**src/tcsp_pkg.sv**
```systemverilog
// ----------------------------------------------------------------------------
// Telnet command stream parser package
// Shared codes, result kinds and the request and result structures.
// ----------------------------------------------------------------------------
package tcsp_pkg;

    localparam int MAX_OPTION_DEFAULT = 49;

    localparam int BYTE_W = 8;
    localparam int OPT_W  = 6;
    localparam int KIND_W = 3;

    localparam logic [7:0] CODE_SE   = 8'd240;
    localparam logic [7:0] CMD_MIN   = 8'd240;
    localparam logic [7:0] CODE_SB   = 8'd250;
    localparam logic [7:0] CODE_WILL = 8'd251;
    localparam logic [7:0] CODE_IAC  = 8'hFF;

    localparam logic [1:0] VERB_WILL = 2'd0;
    localparam logic [1:0] VERB_WONT = 2'd1;
    localparam logic [1:0] VERB_DO   = 2'd2;
    localparam logic [1:0] VERB_DONT = 2'd3;

    localparam logic ERR_STRAY_SE = 1'b0;
    localparam logic ERR_BAD_PAIR = 1'b1;

    typedef enum logic [KIND_W-1:0] {
        KIND_DATA    = 3'd0,
        KIND_RUN_END = 3'd1,
        KIND_COMMAND = 3'd2,
        KIND_NEGOT   = 3'd3,
        KIND_SUB_BYTE = 3'd4,
        KIND_SUB_END = 3'd5,
        KIND_ERROR   = 3'd6
    } kind_t;

    typedef struct packed {
        logic [BYTE_W-1:0] byte_in;
        logic              end_of_buffer;
    } request_t;

    typedef struct packed {
        kind_t             kind;
        logic [BYTE_W-1:0] data_byte;
        logic [BYTE_W-1:0] command_code;
        logic [OPT_W-1:0]  option_code;
        logic              message_end;
        logic              local_enabled;
        logic              remote_enabled;
        logic              error_code;
    } result_t;

endpackage

```
**src/tcsp_in_stage.sv**
```systemverilog
// ----------------------------------------------------------------------------
// Input register
// Holds one accepted request until the parser consumes it.
// ----------------------------------------------------------------------------
module tcsp_in_stage
(
    input  logic              clk,
    input  logic              rst_n,
    input  logic              s_tvalid,
    output logic              s_tready,
    input  tcsp_pkg::request_t s_req,
    input  logic              advance,
    output logic              req_valid,
    output tcsp_pkg::request_t req
);

    logic               valid_reg;
    logic               valid_next;
    tcsp_pkg::request_t req_reg;

    assign s_tready  = !valid_reg || advance;
    assign req_valid = valid_reg;
    assign req       = req_reg;

    always_comb
    begin
        valid_next = valid_reg;
        if (s_tvalid && s_tready)
        begin
            valid_next = 1'b1;
        end
        else if (advance)
        begin
            valid_next = 1'b0;
        end
    end

    always_ff @(posedge clk or negedge rst_n)
    begin
        if (!rst_n)
        begin
            valid_reg <= 1'b0;
        end
        else
        begin
            valid_reg <= valid_next;
        end
    end

    always_ff @(posedge clk)
    begin
        if (s_tvalid && s_tready)
        begin
            req_reg <= s_req;
        end
    end

endmodule

```
**src/tcsp_core.sv**
```systemverilog
// ----------------------------------------------------------------------------
// Parser core
// Phase machine and option enable bits; decodes one byte per advance.
// ----------------------------------------------------------------------------
module tcsp_core
#(
    parameter int MAX_OPTION = tcsp_pkg::MAX_OPTION_DEFAULT
)
(
    input  logic               clk,
    input  logic               rst_n,
    input  logic               advance,
    input  tcsp_pkg::request_t req,
    output logic               res_valid,
    output tcsp_pkg::result_t  res
);

    localparam int NOPT  = MAX_OPTION + 2;
    localparam int IDX_W = $clog2(NOPT);

    typedef enum logic [2:0] {
        PH_NORMAL,
        PH_IAC,
        PH_VERB,
        PH_SBOPT,
        PH_SUB,
        PH_SUBIAC,
        PH_DROP_NORMAL,
        PH_DROP_SUB
    } phase_t;

    phase_t                       phase_reg;
    phase_t                       phase_next;
    logic [1:0]                   verb_reg;
    logic [1:0]                   verb_next;
    logic                         run_open_reg;
    logic                         run_open_next;
    logic [tcsp_pkg::OPT_W-1:0]   sub_opt_reg;
    logic [tcsp_pkg::OPT_W-1:0]   sub_opt_next;
    logic [NOPT-1:0]              local_reg;
    logic [NOPT-1:0]              local_next;
    logic [NOPT-1:0]              remote_reg;
    logic [NOPT-1:0]              remote_next;

    logic [7:0]                   b;
    logic                         eob;
    logic [7:0]                   verb_diff;
    logic [tcsp_pkg::OPT_W-1:0]   opt_map;
    logic [IDX_W-1:0]             opt_idx;

    assign b         = req.byte_in;
    assign eob       = req.end_of_buffer;
    assign verb_diff = b - tcsp_pkg::CODE_WILL;
    assign opt_map   = (b <= 8'(MAX_OPTION)) ? b[tcsp_pkg::OPT_W-1:0]
                                             : tcsp_pkg::OPT_W'(MAX_OPTION + 1);
    assign opt_idx   = opt_map[IDX_W-1:0];

    always_comb
    begin
        phase_next    = phase_reg;
        verb_next     = verb_reg;
        run_open_next = run_open_reg;
        sub_opt_next  = sub_opt_reg;
        local_next    = local_reg;
        remote_next   = remote_reg;
        res_valid     = 1'b0;
        res           = '0;
        res.kind      = tcsp_pkg::KIND_DATA;

        unique case (phase_reg)
            PH_NORMAL:
            begin
                if (b == tcsp_pkg::CODE_IAC)
                begin
                    phase_next = PH_IAC;
                    if (run_open_reg)
                    begin
                        run_open_next = 1'b0;
                        res_valid     = 1'b1;
                        res.kind      = tcsp_pkg::KIND_RUN_END;
                    end
                end
                else
                begin
                    run_open_next   = !eob;
                    res_valid       = 1'b1;
                    res.kind        = tcsp_pkg::KIND_DATA;
                    res.data_byte   = b;
                    res.message_end = eob;
                end
            end

            PH_IAC:
            begin
                priority if (b == tcsp_pkg::CODE_IAC)
                begin
                    phase_next      = PH_NORMAL;
                    res_valid       = 1'b1;
                    res.kind        = tcsp_pkg::KIND_DATA;
                    res.data_byte   = tcsp_pkg::CODE_IAC;
                    res.message_end = 1'b1;
                end
                else if (b >= tcsp_pkg::CODE_WILL)
                begin
                    verb_next  = verb_diff[1:0];
                    phase_next = PH_VERB;
                end
                else if (b == tcsp_pkg::CODE_SB)
                begin
                    phase_next = PH_SBOPT;
                end
                else if (b == tcsp_pkg::CODE_SE)
                begin
                    phase_next     = eob ? PH_NORMAL : PH_DROP_NORMAL;
                    res_valid      = 1'b1;
                    res.kind       = tcsp_pkg::KIND_ERROR;
                    res.error_code = tcsp_pkg::ERR_STRAY_SE;
                end
                else
                begin
                    phase_next       = PH_NORMAL;
                    res_valid        = 1'b1;
                    res.kind         = tcsp_pkg::KIND_COMMAND;
                    res.command_code = (b >= tcsp_pkg::CMD_MIN) ? b : 8'd0;
                end
            end

            PH_VERB:
            begin
                unique case (verb_reg)
                    tcsp_pkg::VERB_WILL: remote_next[opt_idx] = 1'b1;
                    tcsp_pkg::VERB_WONT: remote_next[opt_idx] = 1'b0;
                    tcsp_pkg::VERB_DO:   local_next[opt_idx]  = 1'b1;
                    tcsp_pkg::VERB_DONT: local_next[opt_idx]  = 1'b0;
                    default:             local_next[opt_idx]  = 1'b0;
                endcase
                phase_next         = PH_NORMAL;
                res_valid          = 1'b1;
                res.kind           = tcsp_pkg::KIND_NEGOT;
                res.command_code   = tcsp_pkg::CODE_WILL + {6'd0, verb_reg};
                res.option_code    = opt_map;
                res.local_enabled  = local_next[opt_idx];
                res.remote_enabled = remote_next[opt_idx];
            end

            PH_SBOPT:
            begin
                sub_opt_next = opt_map;
                phase_next   = PH_SUB;
            end

            PH_SUB:
            begin
                if (b == tcsp_pkg::CODE_IAC)
                begin
                    phase_next = PH_SUBIAC;
                end
                else
                begin
                    res_valid       = 1'b1;
                    res.kind        = tcsp_pkg::KIND_SUB_BYTE;
                    res.data_byte   = b;
                    res.option_code = sub_opt_reg;
                end
            end

            PH_SUBIAC:
            begin
                priority if (b == tcsp_pkg::CODE_SE)
                begin
                    phase_next      = PH_NORMAL;
                    res_valid       = 1'b1;
                    res.kind        = tcsp_pkg::KIND_SUB_END;
                    res.option_code = sub_opt_reg;
                end
                else if (b == tcsp_pkg::CODE_IAC)
                begin
                    phase_next      = PH_SUB;
                    res_valid       = 1'b1;
                    res.kind        = tcsp_pkg::KIND_SUB_BYTE;
                    res.data_byte   = tcsp_pkg::CODE_IAC;
                    res.option_code = sub_opt_reg;
                end
                else
                begin
                    // subnegotiation stays open after a bad pair
                    phase_next     = eob ? PH_SUB : PH_DROP_SUB;
                    res_valid      = 1'b1;
                    res.kind       = tcsp_pkg::KIND_ERROR;
                    res.error_code = tcsp_pkg::ERR_BAD_PAIR;
                end
            end

            PH_DROP_NORMAL:
            begin
                if (eob)
                begin
                    phase_next = PH_NORMAL;
                end
            end

            PH_DROP_SUB:
            begin
                if (eob)
                begin
                    phase_next = PH_SUB;
                end
            end

            default:
            begin
                phase_next = PH_NORMAL;
            end
        endcase
    end

    always_ff @(posedge clk or negedge rst_n)
    begin
        if (!rst_n)
        begin
            phase_reg    <= PH_NORMAL;
            verb_reg     <= 2'd0;
            run_open_reg <= 1'b0;
            sub_opt_reg  <= '0;
            local_reg    <= '0;
            remote_reg   <= '0;
        end
        else if (advance)
        begin
            phase_reg    <= phase_next;
            verb_reg     <= verb_next;
            run_open_reg <= run_open_next;
            sub_opt_reg  <= sub_opt_next;
            local_reg    <= local_next;
            remote_reg   <= remote_next;
        end
    end

`ifndef SYNTHESIS
    a_drop_silent: assert property (@(posedge clk) disable iff (!rst_n)
        advance && (phase_reg == PH_DROP_NORMAL || phase_reg == PH_DROP_SUB)
        |-> !res_valid)
        else $error("result produced while dropping the rest of a buffer");

    a_data_run_state: assert property (@(posedge clk) disable iff (!rst_n)
        advance && res_valid && res.kind == tcsp_pkg::KIND_DATA
        |=> run_open_reg == !$past(res.message_end))
        else $error("data run flag disagrees with the last data byte");

    a_sub_close: assert property (@(posedge clk) disable iff (!rst_n)
        advance && phase_reg == PH_SUBIAC && b == tcsp_pkg::CODE_SE
        |=> phase_reg == PH_NORMAL)
        else $error("IAC SE did not close the subnegotiation");

    a_option_range: assert property (@(posedge clk) disable iff (!rst_n)
        res_valid |-> res.option_code <= tcsp_pkg::OPT_W'(MAX_OPTION + 1))
        else $error("option code beyond the unknown slot");
`endif

endmodule

```
**src/tcsp_out_stage.sv**
```systemverilog
// ----------------------------------------------------------------------------
// Output register
// Holds one result until the downstream side takes it.
// ----------------------------------------------------------------------------
module tcsp_out_stage
(
    input  logic              clk,
    input  logic              rst_n,
    input  logic              load,
    input  tcsp_pkg::result_t res,
    input  logic              m_tready,
    output logic              m_tvalid,
    output tcsp_pkg::result_t m_res
);

    logic              valid_reg;
    logic              valid_next;
    tcsp_pkg::result_t res_reg;

    assign m_tvalid = valid_reg;
    assign m_res    = res_reg;

    always_comb
    begin
        valid_next = valid_reg;
        if (load)
        begin
            valid_next = 1'b1;
        end
        else if (m_tready)
        begin
            valid_next = 1'b0;
        end
    end

    always_ff @(posedge clk or negedge rst_n)
    begin
        if (!rst_n)
        begin
            valid_reg <= 1'b0;
        end
        else
        begin
            valid_reg <= valid_next;
        end
    end

    always_ff @(posedge clk)
    begin
        if (load)
        begin
            res_reg <= res;
        end
    end

endmodule

```
**src/telnet_command_stream_parser.sv**
```systemverilog
// An accepted byte is held in the input register; its result goes to the output register
// when the core advances. Throughput: one byte per cycle unless the master side stalls.
// A byte that gives no result is still consumed, but only when the output stage has room.
// Reset (asynchronous, active low) returns to the normal data phase, closes any data
// run and clears every local and remote option enable bit.
// ----------------------------------------------------------------------------
// Telnet command stream parser
// IAC sequence decoder with option state, one byte per cycle unless the output stalls.
// ----------------------------------------------------------------------------
module telnet_command_stream_parser
#(
    parameter int MAX_OPTION = tcsp_pkg::MAX_OPTION_DEFAULT
)
(
    input  logic        clk,
    input  logic        rst_n,
    input  logic        s_tvalid,
    output logic        s_tready,
    input  logic [7:0]  s_tdata,   // [7:0] byte_in
    input  logic        s_tlast,   // end_of_buffer
    output logic        m_tvalid,
    input  logic        m_tready,
    // [7:0] data_byte, [15:8] command_code, [21:16] option_code,
    // [22] local_enabled, [23] remote_enabled, [24] error_code, [31:25] zero
    output logic [31:0] m_tdata,
    output logic [2:0]  m_tuser,   // [2:0] kind
    output logic        m_tlast    // message_end
);

    tcsp_pkg::request_t s_req;
    tcsp_pkg::request_t req;
    tcsp_pkg::result_t  res;
    tcsp_pkg::result_t  m_res;
    logic               req_valid;
    logic               res_valid;
    logic               advance;

    assign s_req.byte_in       = s_tdata;
    assign s_req.end_of_buffer = s_tlast;

    // consume the held request whenever the output register can take a result
    assign advance = req_valid && (!m_tvalid || m_tready);

    tcsp_in_stage u_in_stage
    (
        .clk       (clk),
        .rst_n     (rst_n),
        .s_tvalid  (s_tvalid),
        .s_tready  (s_tready),
        .s_req     (s_req),
        .advance   (advance),
        .req_valid (req_valid),
        .req       (req)
    );

    tcsp_core #(
        .MAX_OPTION (MAX_OPTION)
    ) u_core
    (
        .clk       (clk),
        .rst_n     (rst_n),
        .advance   (advance),
        .req       (req),
        .res_valid (res_valid),
        .res       (res)
    );

    tcsp_out_stage u_out_stage
    (
        .clk      (clk),
        .rst_n    (rst_n),
        .load     (advance && res_valid),
        .res      (res),
        .m_tready (m_tready),
        .m_tvalid (m_tvalid),
        .m_res    (m_res)
    );

    assign m_tdata = {7'd0, m_res.error_code, m_res.remote_enabled, m_res.local_enabled,
                      m_res.option_code, m_res.command_code, m_res.data_byte};
    assign m_tuser = m_res.kind;
    assign m_tlast = m_res.message_end;

endmodule
```
**config.mk**
```make
export PLATFORM = sky130hd
export DESIGN_NAME = telnet_command_stream_parser
export DESIGN_NICKNAME = d
export VERILOG_FILES = /design/src/tcsp_pkg.sv /design/src/tcsp_in_stage.sv /design/src/tcsp_core.sv /design/src/tcsp_out_stage.sv /design/src/telnet_command_stream_parser.sv
export SDC_FILE = /design/constraint.sdc
export NUM_CORES = 1
export LEC_CHECK = 0
export BUFFER_PORTS_ARGS = -buffer_cell sky130_fd_sc_hd__clkbuf_2
export CORE_MARGIN = 2
export CORE_UTILIZATION = 62
export CTS_CLUSTER_SIZE = 20
export DETAILED_ROUTE_END_ITERATION = 8
export PLACE_DENSITY = 0.79
export SYNTH_ARGS = -nofsm -noshare
export SYNTH_HDL_FRONTEND = slang
export SYNTH_SLANG_ARGS = --single-unit
```
**constraint.sdc**
```tcl
create_clock -name clk -period 4.8 [get_ports clk]
set_input_delay 0.96 -clock clk [delete_from_list [all_inputs] [get_ports clk]]
set_output_delay 0.96 -clock clk [all_outputs]
set_load 0.02 [all_outputs]
```
# Word-level counts from Yosys, hierarchy flattened
# Cells that the tools add are included.
[word_totals] output_inout_bits=38 wordCells=132 memories=0 romBits=0 in_bits=13 regBits=154 mem_bits_rw=0 latchBits=0
[classes] div_mod_pow=0 n_shift=0 bitwise_logic=7 mux=63 n_eq_ne=17 n_reduce_logical=20 n_addsub=2 magnitude_cmp=5 mul=0
[op_table] operator="one-hot mux 51 bit (2 select lines)" n=2
[op_table] operator="bitwise AND 51 bit" n=2
[op_table] operator="two-way mux 51 bit" n=2
[op_table] operator="OR 51 bit" n=2
[op_table] operator="two-way mux 8 bit" n=8
[op_table] operator="two-way mux 3 bit" n=17
[op_table] operator="NOT 51 bit" n=1
[op_table] operator="one-hot mux 8 bit (4 select lines)" n=1
[op_table] operator="== test 8 bit, second input constant" n=3
[op_table] operator="two-way mux 6 bit" n=4
[op_table] operator="one-hot mux 3 bit (8 select lines)" n=1
[op_table] operator="one-hot mux 6 bit (3 select lines)" n=1
[op_table] operator="two-way mux 1 bit" n=17
[op_table] operator="greater-or-equal comparator 8 bit, second input constant" n=2
[op_table] operator="one-hot mux 8 bit (2 select lines)" n=1
[op_table] operator="one-hot mux 3 bit (5 select lines)" n=1
[op_table] operator="binary-select mux 1 bit (select 6 bit)" n=2
[op_table] operator="== test 3 bit, second input constant" n=4
[op_table] operator="two-way mux 11 bit" n=1
[op_table] operator="less-or-equal comparator 8 x 6 -> 1 bit, second input constant" n=1
[op_table] operator="< comparator 6 x 7 -> 1 bit, second input constant" n=1
[op_table] operator="demux 1 bit (select 6 bit)" n=1
[op_table] operator="== test 3 x 2 -> 1 bit, second input constant" n=2
[op_table] operator="greater-or-equal comparator 6 x 1 -> 1 bit, second input constant" n=1
[op_table] operator="other kinds (21)" n=36

# Logic depth before layout (Yosys ltp)
[logic_depth] ltp_word=12 mapped_depth=14 mapped_depth_nobuf=10

# Modules after synthesis
# Synthesis repeated with hierarchy kept, for this count alone.
[unflattened] cells_unflattened=945 hier_area_um2=8539.4
[modules_own_cells] mod="tcsp_core" cells_per_inst=889 area_per_inst_um2=7233.2 instances=1
[modules_own_cells] mod="tcsp_out_stage" cells_per_inst=32 area_per_inst_um2=907.1 instances=1
[modules_own_cells] mod="tcsp_in_stage" cells_per_inst=13 area_per_inst_um2=324.1 instances=1
[modules_own_cells] mod="telnet_command_stream_parser" cells_per_inst=11 area_per_inst_um2=75.1 instances=1

# Worst setup path before layout
# OpenSTA, ideal clock, no wires.
[synth_timing] kind="register to register" from="reg u_in_stage.req_reg (netlist bit u_in_stage.req[1])" to="reg u_out_stage.res_reg (netlist bit u_out_stage.m_res[0]) (enable)" arrival_time_ps=3607 setup_time_ps=451 required_ps=4349 path_stages_with_launch=8 setup_slack_ps=742 period_less_slack_ps=4058 n_path_buf=2 cell_sequence="edfxtp_1 clkbuf_1 inv_1 clkbuf_1 ha_1 o31ai_1 nor3_1 nor3_1"
[synth_via] elab_chain_cells=6 elab_cells_between_ends=10 classes_between="order compare (1); eq/ne (2); mux (6); reduce/logical (1)"
[synth_rtl] item="start: declaration" line="tcsp_in_stage.sv:19" text="tcsp_pkg::request_t req_reg;"
[synth_rtl] item="start signal: assignment" line="tcsp_in_stage.sv:54" text="req_reg <= s_req;"
[synth_rtl] item="branches (longest 4 deep; another with greater-or-equal comparator 8 bit)"
[synth_rtl] item="one-hot mux 1 bit (4 select lines) *" line="tcsp_core.sv:70" text="unique case (phase_reg)"
[synth_rtl] item="logical AND 1 bit *" line="telnet_command_stream_parser.sv:72" text=".load (advance && res_valid),"
[synth_rtl] item="named net u_out_stage.load" line="tcsp_out_stage.sv:9" text="input logic load,"
[synth_rtl] item="end signal: assignment" line="tcsp_out_stage.sv:52" text="res_reg <= res;"
[synth_rtl] item="end: declaration" line="tcsp_out_stage.sv:18" text="tcsp_pkg::result_t res_reg;"
# Mark *: on every way through the listed nets, which the timed path passes.
# A chain may end at the register's enable or synchronous reset.

# Worst setup path in the final report
[layout_timing] from="reg u_in_stage.req_reg (netlist bit u_in_stage.req[2])" to="reg u_out_stage.res_reg (netlist bit u_out_stage.m_res[2]) (data pin)"
[layout_via] elab_chain_cells=12 elab_cells_between_ends=14 classes_between="order compare (3); mux (7); bitwise (3); reduce/logical (1)"
[layout_rtl] item="less-or-equal comparator 8 x 6 -> 1 bit" line="tcsp_core.sv:54" text="assign opt_map = (b <= 8'(MAX_OPTION)) ? b[tcsp_pkg::OPT_W-1:0]"
[layout_rtl] item="two-way mux 6 bit *" line="tcsp_core.sv:54"
[layout_rtl] item="< comparator 6 x 7 -> 1 bit (not written as such) / greater-or-equal comparator 6 x 1 -> 1 bit (equally long branches)" line="tcsp_core.sv:133, tcsp_core.sv:134"
[layout_rtl] item="logical AND 1 bit (not written as such)" line="tcsp_core.sv:133, tcsp_core.sv:134"
[layout_rtl] item="two-way mux 1 bit"
[layout_rtl] item="demux 1 bit (select 6 bit)"
[layout_rtl] item="NOT 51 bit (no line)"
[layout_rtl] item="bitwise AND 51 bit (no line)"
[layout_rtl] item="one-hot mux 51 bit (2 select lines)" line="tcsp_core.sv:130" text="unique case (verb_reg)"
[layout_rtl] item="two-way mux 51 bit" line="tcsp_core.sv:70"
[layout_rtl] item="binary-select mux 1 bit (select 6 bit) *" line="tcsp_core.sv:142" text="res.local_enabled = local_next[opt_idx];"
[layout_rtl] item="two-way mux 1 bit (not written as such) *" line="tcsp_core.sv:142"
# Every way passes the cells marked *; elsewhere a longest branch is shown, timed or not. The select of a mux whose other input is x is not followed.

==> results.cfg <==
[synthesis]
synthCells = 1016
synthesis.area_mm2 = 0.00897
ys.flop_type = dfrtp_1
seq_area_frac_synth = 0.451
ys_ff_latch = 154
muxShareOfSynthArea = 0.00474
synth_fa_ha_area_frac = 0.0126
synth-xor-area-share = 0.000976
synth-simple-area-share = 0.205
synth-compound-area-share = 0.275
synth_edf_count = 38
ys_warn_count = 0
synth_top_family_by_area = compound AO/OA/AOI/OAI gates
ys_async_sr_fraction = 0.753
synthDistinctLibCells = 72
postSynthAreaPerCell_um2 = 8.83

[timing]
period_needed_ps = 4110
rsz0062_at_grt = no
fmax_mhz = 243
fin_worst_skew_ps = 10.7
hold_viol = 0
relSlewSlack = 0.303
period_share = 0.856
tightestPinTransition_ps = 1040
finalSetupTns_ps = 0
final-max-slew-violation-count = 0
setup_slack_ps = 690
finalSetupViolCount = 0

[floorplanning]
core-area_mm2 = 0.0140
dieArea_mm2 = 0.0154
top_level_ports = 51
initial_core_util = 0.641
die_y_um = 124
fp-row-count = 43
die_w_um = 124

[clock_network]
cts_setup_buffers = 0
hold_buffers = 0
cts_tree = done
clk_pin_slew_ps = 70
clk_latency_ps = 440
htreeDepth = 4
cts_root_buf = clkbuf_16
cts_max_path_buffers = 2
clkSinkCount = 154
cts-resized-gates = 0
numCtsBuffers = 17

[pwr]
ir_worst_vdd_mv = 0.307
power_density_mw_per_mm2 = 308
totalPowerFinal_mw = 3.02
p_leak_nw = 3.73

[routing]
drt_iter0_drc = 1620
ant_nets = 0
wirelength_mm = 30.8
vias_per_cell = 7.31
drc = 0
drt_first_pass_iters = 7
vias = 8873
wl_per_cell_um = 25.4

[final_layout]
drive_above_1_share = 0.127
finalNetCount = 1042
area_delta_synth_final_pct = 9.35
antenna_cells = 0

[worst_hold_path]
whs_path_depth = 1
hp-start = u_core.local_reg[8]
min_path_type = register to register
min_to = u_core.local_reg[8]

[global_route]
grt_usage = 0.396
grt_overflow = 0
antenna_found_initial = 0
grt_pass1_wl_mm = 47.7
grt_max_degree = 59
grt_pass1_vias = 8188

[critical_path]
reg2reg_to = u_out_stage.m_res[2]
reg2reg_from = u_in_stage.req[2]
rr_worst_depth = 10
path_max_fanout = 24
r2r_setup_slack_ps = 690
crit_path_end_kind = register
critPathRequiredTime_ps = 5110
arrival_ps = 4420
startpoint_type = register
critPathKind = register to register

[placed_design]
pre_cts_slack_ps = 844
gp_congestion = 1.05
hpwl_mm = 20.7
port_buffers = 43

[status]
status = finished, final reports clean

[job]
maxCapViolations = 0
## worst max-delay path, stage by stage, from the launching register on
cell and delay (ps):
edfxtp_1 550, inv_1 160, ha_1 230, nor2_1 130, o31ai_1 700, and3_1 950, a221oi_1 120, a311oi_1 290
nor4_1 70, a2111oi_0 580, a211o_1 190
## how the worst max path moves through the flow
stage                           start                    to  slack (ps)  cells past startpoint
detailed placement  u_in_stage.req[2]  u_out_stage.m_res[2]         840                     10
global route        u_in_stage.req[2]  u_out_stage.m_res[2]         430                     10
finish              u_in_stage.req[2]  u_out_stage.m_res[2]         690                     10
floorplan           u_in_stage.req[1]  u_out_stage.m_res[0]         740                      7
CTS                 u_in_stage.req[2]  u_out_stage.m_res[2]         820                     10
global placement    u_in_stage.req[1]  u_out_stage.m_res[2]        1040                      9
## power by group
group | switching [mW] | internal [mW]
logic | 0.191 | 0.0627
registers | 0.0301 | 1.38
clock network | 0.592 | 0.766
## metrics by stage
stage          std cells  instance area [um^2]  hold slack [ps]  utilization
6_report            1213                  9810              491        0.701
5_1_grt             1213                  9810              501        0.701
4_1_cts             1213                  9810              481        0.701
3_5_place_dp        1181                  9230              462        0.660
3_3_place_gp        1181                  9230              456        0.660
2_1_floorplan       1022                  8990              439            -
## area by class of cell
cell class | count | area [um^2]
Clock buffer | 18 | 429
Clock inverter | 14 | 145
Fill cell | 1115 | 4180
Inverter | 11 | 41.3
Multi-Input combinational cell | 768 | 4520
Sequential cell | 154 | 4040
Tap cell | 180 | 225
Timing Repair Buffer | 68 | 405
## layer usage
metal,part of all wire,track usage,vias up
met4,0.049,0.193,0
li1,-,-,3779
met1,0.40,0.569,4230
met2,0.43,0.560,735
met5,0,0,-
met3,0.12,0.103,129
## synthesized netlist by cell type, drive strengths merged (3+ instances only)
| cell type | number | area, um^2 |
|---|---|---|
| nand3 | 35 | 175 |
| and2 | 10 | 62.6 |
| ha | 9 | 113 |
| a21boi | 4 | 30.0 |
| a211o | 3 | 26.3 |
| o32ai | 3 | 26.3 |
| a221oi | 21 | 184 |
| nand2b | 8 | 50.1 |
| o31ai | 12 | 90.1 |
| nor4 | 11 | 103 |
| o41ai | 3 | 33.8 |
| or4 | 3 | 22.5 |
| o22a | 3 | 26.3 |
| o22ai | 10 | 62.6 |
| nor2 | 57 | 219 |
| or2 | 6 | 37.5 |
| a31oi | 5 | 31.3 |
| a32o | 7 | 70.1 |
| or3 | 6 | 37.5 |
| nor2b | 6 | 37.5 |
| nand2 | 201 | 754 |
| nand4 | 6 | 37.5 |
| and3 | 12 | 75.1 |
| edfxtp | 38 | 1140 |
| o211ai | 5 | 37.5 |
| a311oi | 4 | 35.0 |
| o21ai | 111 | 556 |
| buf | 31 | 185 |
| nor3 | 20 | 136 |
| o221ai | 3 | 26.3 |
| a22oi | 33 | 248 |
| inv | 11 | 41.3 |
| dfrtp | 116 | 2900 |
| a21oi | 40 | 200 |
| a22o | 61 | 534 |
| a211oi | 9 | 72.6 |
| clkbuf | 58 | 219 |
## cells by family after synthesis
group | count (synthesis)
and+or+nand+nor | 390
AOI/OAI and AO/OA | 357
DFF | 154
buffers and inverters | 100
adders and majority gates | 9
muxes | 4
other | 1
xor gates and xnor gates | 1
## layout by cell type (no fill, tap or decap), types with 11 or more instances in the layout
cell type  synthesis  final
nand2_1          201    201
dfrtp_1          116    116
o21ai_0          111    111
a22o_1            61     61
nor2_1            55     55
clkbuf_2           1     42
a21oi_1           40     40
edfxtp_1          38     38
nand3_1           35     35
a22oi_1           33     33
buf_4              9     26
a221oi_1          21     21
clkbuf_16          0     17
nor3_1            14     13
o31ai_1           12     12
and3_1            12     12
inv_1             11     11
Power figures use the tool's default switching activity.
